File: config.mk
export PLATFORM = sky130hd
export DESIGN_NAME = bba_decode
export DESIGN_NICKNAME = d
export VERILOG_FILES = /design/src/bba_pkg.sv /design/src/bba_decode.sv
export SDC_FILE = /design/constraint.sdc
export NUM_CORES = 1
export LEC_CHECK = 0
export ABC_AREA = 0
export BUFFER_PORTS_ARGS = -buffer_cell sky130_fd_sc_hd__buf_2
export CAP_MARGIN = 25
export CORE_ASPECT_RATIO = 0.5
export CORE_MARGIN = 2
export CORE_UTILIZATION = 40
export DETAILED_ROUTE_END_ITERATION = 7
export PLACE_DENSITY = 0.64
export SYNTH_ARGS = -nofsm -noshare
export SYNTH_HDL_FRONTEND = slang
export SYNTH_SLANG_ARGS = --single-unit
File: constraint.sdc
create_clock -name vclk -period 6.59
set_input_delay 1.6475 -clock vclk [all_inputs]
set_output_delay 1.6475 -clock vclk [all_outputs]
set_load 0.03 [all_outputs]
File: src/bba_pkg.sv
// Shared types, codes and constants of the buddy block allocator.
`default_nettype none

package bba_pkg;

    // Fixed field widths of the channels and the reset pool size
    localparam int REQ_BYTES_W  = 32;
    localparam int OFFSET_W     = 16;
    localparam int LEVEL_OUT_W  = 4;
    localparam int POOL_LOG2_W  = 5;
    localparam int POOL_LOG2_RST = 16;

    // Request codes
    localparam logic REQ_ALLOC   = 1'b0;
    localparam logic REQ_RELEASE = 1'b1;

    // Result status codes
    localparam logic STAT_DONE    = 1'b0;
    localparam logic STAT_REFUSED = 1'b1;

    typedef enum logic [3:0] {
        S_CLEAR,
        S_SEED,
        S_IDLE,
        S_DECODE,
        S_A_LINK,
        S_SPLIT,
        S_R_HDR,
        S_M_RD,
        S_M_CHK,
        S_M_U1,
        S_M_U2,
        S_PUSH,
        S_PUSH2,
        S_FINISH
    } bba_state_t;

    // Decoder verdicts on a request
    typedef struct packed {
        logic alloc_refused;
        logic release_bad;
    } dec_flags_t;

    // Top level for a pool size, saturated to the legal range
    function automatic int top_of_pool(input int pool_log2, input int min_log2,
                                       input int max_log2);
        int p;
        p = pool_log2;
        if (p < min_log2 + 1) p = min_log2 + 1;
        if (p > max_log2) p = max_log2;
        return p - min_log2;
    endfunction

endpackage

`default_nettype wire

File: src/bba_decode.sv
// Request decoder: size level, size refusal and release offset checks.
`default_nettype none

module bba_decode #(
    parameter int MIN_BLOCK_LOG2 = 4,
    parameter int HEADER_BYTES   = 24,
    parameter int NLEV           = 13,
    parameter int LVL_W          = 4,
    parameter int BLK_W          = 12
) (
    input  logic [bba_pkg::REQ_BYTES_W-1:0] request_bytes,
    input  logic [bba_pkg::OFFSET_W-1:0]    block_offset,
    input  logic [LVL_W-1:0]                top,
    output logic [LVL_W-1:0]                want,
    output logic [BLK_W-1:0]                rel_idx,
    output bba_pkg::dec_flags_t             flags
);
    import bba_pkg::*;

    logic [33:0]         need;
    logic [33:0]         pool;
    logic                hit;
    logic [OFFSET_W-1:0] off;
    logic [OFFSET_W-1:0] idx_w;
    logic                alloc_refused;
    logic                release_bad;

    // Pick the smallest level that holds the request plus header, capped at the top level
    always_comb
    begin
        need = 34'(request_bytes) + 34'(HEADER_BYTES);
        pool = 34'(1) << (int'(top) + MIN_BLOCK_LOG2);
        want = '0;
        hit  = 1'b0;
        for (int l = 0; l < NLEV; l++)
        begin
            if (!hit && (l >= int'(top) || (34'(1) << (l + MIN_BLOCK_LOG2)) >= need))
            begin
                want = LVL_W'(l);
                hit  = 1'b1;
            end
        end
        alloc_refused = (request_bytes == '0) || (need > pool);
    end

    // Check a release offset against header, alignment and pool bounds
    always_comb
    begin
        off   = block_offset - OFFSET_W'(HEADER_BYTES);
        idx_w = off >> MIN_BLOCK_LOG2;
        rel_idx = BLK_W'(idx_w);
        release_bad =
            (17'(block_offset) < 17'(HEADER_BYTES)) ||
            ((off & OFFSET_W'((1 << MIN_BLOCK_LOG2) - 1)) != '0) ||
            (33'(idx_w) >= (33'(1) << top));
    end

    // Collect the verdicts
    assign flags = '{alloc_refused: alloc_refused, release_bad: release_bad};

endmodule

`default_nettype wire

# Word level (Yosys, flattened, before mapping)
# Index checks and enable logic that the tools add are counted.
[totals]
reg_bits = 0
latch_bits = 0
ramBits = 0
romBits = 0
output_inout_bits = 18
memories = 0
[op_classes]
addsub = 3
n_mul = 0
n_div = 0
order_cmp = 29
n_eq_ne = 0
shift = 2
muxes = 24
bitwise = 0
reduce_logical = 42
[op_table]
columns = ["cell", "n"]
rows = [
  ["$mux 4", 10],
  ["$gt 33x34->1", 1],
  ["$shl 1x5->34 const A", 1],
  ["$add 32x5->33 const B", 1],
  ["$ge 10x33->1 const A", 1],
  ["$ge 11x33->1 const A", 1],
  ["$ge 12x33->1", 1],
  ["$ge 12x33->1 const A", 1],
  ["$ge 13x33->1 const A", 1],
  ["$ge 14x33->1 const A", 1],
  ["$ge 15x33->1 const A", 1],
  ["$ge 16x33->1 const A", 1],
  ["$ge 17x33->1 const A", 1],
  ["$ge 5x33->1 const A", 1],
  ["$ge 6x33->1 const A", 1],
  ["$ge 7x33->1 const A", 1],
  ["$ge 8x33->1 const A", 1],
  ["$ge 9x33->1 const A", 1],
  ["$shl 1x4->33 const A", 1],
  ["$logic_not 32->1", 1],
  ["$ge 4x4->1 const A", 5],
  ["$ge 3x4->1 const A", 4],
  ["$logic_or 1x1->1", 16],
  ["$lt 16x5->1 const B", 1],
  ["9 further kinds", 45],
]

# Logic depth before layout (Yosys ltp)
[depth]
depth_word = 40
depth_mapped = 18

# Worst setup path before layout
# No wires, ideal clock.
[synth_timing]
path_kind = "in2out"
from = "input request_bytes[3] (netlist name)"
to = "output want[1]"
arrival_time_ns = 5.076
required_ns = 4.943
path_slack_ns = -0.134
path_stages = 14
path_buffers = 2
path_cell_list = "clkbuf_1 > inv_1 > ha_1 > nand4b_1 > or4_1 > o31ai_1 > a31o_1 > nand4_1 > or4_1 > buf_2 > a211o_1 > or3b_1 > o21ai_1 > a31oi_1"
[synth_via]
elab_chain_cells = 40
[synth_lines]
columns = ["element", "line_no", "text"]
rows = [
  ["from (decl)", "bba_decode.sv:11", "input logic [bba_pkg::REQ_BYTES_W-1:0] request_bytes,"],
  ["$add 32x5->33 *", "bba_decode.sv:31", "need = 34'(request_bytes) + 34'(HEADER_BYTES);"],
  ["$ge 5x33->1", "bba_decode.sv:37", "if (!hit && (l >= int'(top) || (34'(1) << (l + MIN_BLOCK_LOG2)) >= need))"],
  ["$logic_or 1x1->1", "bba_decode.sv:37", ""],
  ["$mux 1", "bba_decode.sv:37", ""],
  ["$logic_not 1->1", "bba_decode.sv:37", ""],
  ["$logic_and 1x1->1", "bba_decode.sv:37", ""],
  ["$mux 1", "bba_decode.sv:37", ""],
  ["$logic_not 1->1", "bba_decode.sv:37", ""],
  ["[... 24 more ...]", "n/a", ""],
  ["$logic_and 1x1->1", "bba_decode.sv:37", ""],
  ["$mux 1", "bba_decode.sv:37", ""],
  ["$logic_not 1->1", "bba_decode.sv:37", ""],
  ["$logic_and 1x1->1", "bba_decode.sv:37", ""],
  ["$mux 1", "bba_decode.sv:37", ""],
  ["$logic_not 1->1", "bba_decode.sv:37", ""],
  ["$logic_and 1x1->1", "bba_decode.sv:37", ""],
  ["$mux 4 *", "bba_decode.sv:37", ""],
  ["to (decl)", "bba_decode.sv:14", "output logic [LVL_W-1:0] want,"],
]
# Every way passes the cells marked *; elsewhere a longest branch is shown, timed or not.

# Worst setup path in the final report
# Same ends and word-level chain as after synthesis.

==> run metrics <==
status=finished clean; minimum clock period=6.493 ns; CTS resizes=0; metal3 WL=1099 um; critical setup path kind=in -> out; CP max FO=6; share of cells above drive strength 1=23.35%; DRC viols=0; nets=668; initial antenna violation count=0; DRT antenna net count=0; # rows=22; Finished Layout Cells=669; Synth Instances=481; gr ovfl total=0; Highest Signal Layer=met4; Vias/cell=5.804; Synth top cells by count=nand2_1, ha_1, nor2_1; CLK BUF=0; peak supply drop=30.05 uV; Worst Hold Launch=block_offset[8]; final WL=10,510 um; main area contributors after synthesis=ha_1, nand2_1, xnor2_1; post-synth cell types=67; post-route setup slack=0.09741 ns; Final GP Congestion=0.9412; Lkg Pwr=1.635 nW; register area=0 um2; Slew HR=48.71%; yosys warns=0; Mapped Area=0.003183 mm2; type of the worst min-delay path=in -> out; Syn Area/Cell=6.618 um2; Syn Nets=586; initial core utilization=42.36%; Seq Cell Count=0; most common cell in the netlist=nand2_1; TritonRoute pass-1 iters=5; Final Max Tran Viols=0; WL met1=5161 um; core box area=0.007515 mm2; placed inst area=0.003824 mm2; final instance area=0.003855 mm2; Tot GR Track Use=23.35%; RSZ-0062 raised after global routing=true; Final Cycle Share=98.52%; Ports=70; vias in the first global route=3,302; Fmax=154.0 MHz; DP Cell Count=669; Pwr Density=58.73 mW/mm2; Setup Total Neg Slack=0 ns; Initial DRC Count=350; first-pass GRT wire length=16,340 um; Die ar.=0.008731 mm2; area of the multi-input gates=0.003002 mm2; CTS hold repair buffers=0; Antenna Diode Count=0; CP Capture Type=output port; Fin. Hold Viols=0; WL met2=4175 um; Worst Max-Slew Pin Slew=0.7635 ns; Hold WS=3.650 ns; WP data required=4.94 ns; Max Cap Viol=0; die height=67.08 um; WL/cell=15.71 um; Vias=3,883; area leader, netlist=ha_1; worst hold endpoint=rel_idx[4]; worst slack at placement=0.06951 ns; Area Overhead vs Synth=21.11%; Seq/Total Area, Yosys=0%; IO buf count=70; Worst setup SP type=primary input; Die Span X=130.2 um; Yosys top cell area share=20.83%; largest net degree at the start of global routing=15; Worst EP arrival=4.85 ns; Final setup viols=0; Setup Fix Bufs, Post-CTS=0; filler instances=808; hold path depth=3; hpwl dp=8877 um
## per-layer routing
layer	up-vias	GRT usage, %
met5	-	0
met4	0	1.478
met3	8	1.526
met2	213	38.15
met1	1723	34.82
li1	1939	-
## per-stage QoR
step                total power, W  utilization (%)
detailed placement       0.0002212            50.88
global route             0.0002500            51.30
finish                   0.0002264            51.30
global placement         0.0002190            50.88
floorplan                0.0001464                -
CTS                      0.0002221            50.88
## worst max-delay path, cell delays in order
cell and delay (ns):
buf_2 0.09, inv_1 0.05, ha_1 0.21, nand4b_1 0.23
or4_1 0.60, o31ai_1 0.29, a31o_1 0.13, nand4_1 0.09
or4_4 0.51, a211o_1 0.29, or3b_4 0.26, o21ai_1 0.08
a31oi_2 0.17, buf_2 0.21
## layout make-up
type	instances	share of cell area, %
well taps	108	3.505
repair buffers	108	16.49
multi-input cells	431	77.86
inverters	22	2.142
## power by group
part / switching, W / internal (W) / leakage [nW] / total [W]
registers: 0 / 0 / 0 / 0
clock network: 0 / 0 / 0 / 0
logic: 0.000138 / 0.0000885 / 1.63 / 0.000226
## logic make-up after synthesis
| kind of cell | Yosys count | synth area share [%] |
|---|---|---|
| multiplexers | 1 | 0.4716 |
| buffers and inverters | 50 | 7.233 |
| adder cells (fa/ha/maj) | 53 | 20.83 |
| XOR/XNOR | 40 | 11.01 |
| AND/OR/NAND/NOR | 224 | 36.48 |
| AO/OA/AOI/OAI | 113 | 23.98 |
## placed cells by master (no fill, tap or decap), types with 5 or more instances in the layout
cell      netlist  layout
xnor2_1        21      21
nand4_1        14      14
nor4_1         15      15
o211ai_1        6       6
nand3_1        23      23
nor3_1         20      19
inv_1          22      22
nand2_1        65      65
ha_1           53      53
buf_2           7      70
a21oi_1        29      29
and3_1          7       7
or3_1           5       5
o21ai_0        21      21
nor2_1         32      31
xor2_1         19      19
a21o_1         14      14
buf_4           5      38
nor2b_1         9       9
and2_1          6       6
## worst max path at each step
stage | start | end | slack [ns] | cells after the start
after floorplan | request_bytes[3] | want[1] | -0.02 | 14
after global placement | request_bytes[13] | want[1] | 0.13 | 12
after detailed placement | request_bytes[16] | want[1] | 0.07 | 12
after CTS | request_bytes[16] | want[1] | 0.07 | 12
after global routing | request_bytes[16] | want[0] | -0.03 | 12
final | request_bytes[3] | want[1] | 0.1 | 14
Power figures use the tool's default switching activity.
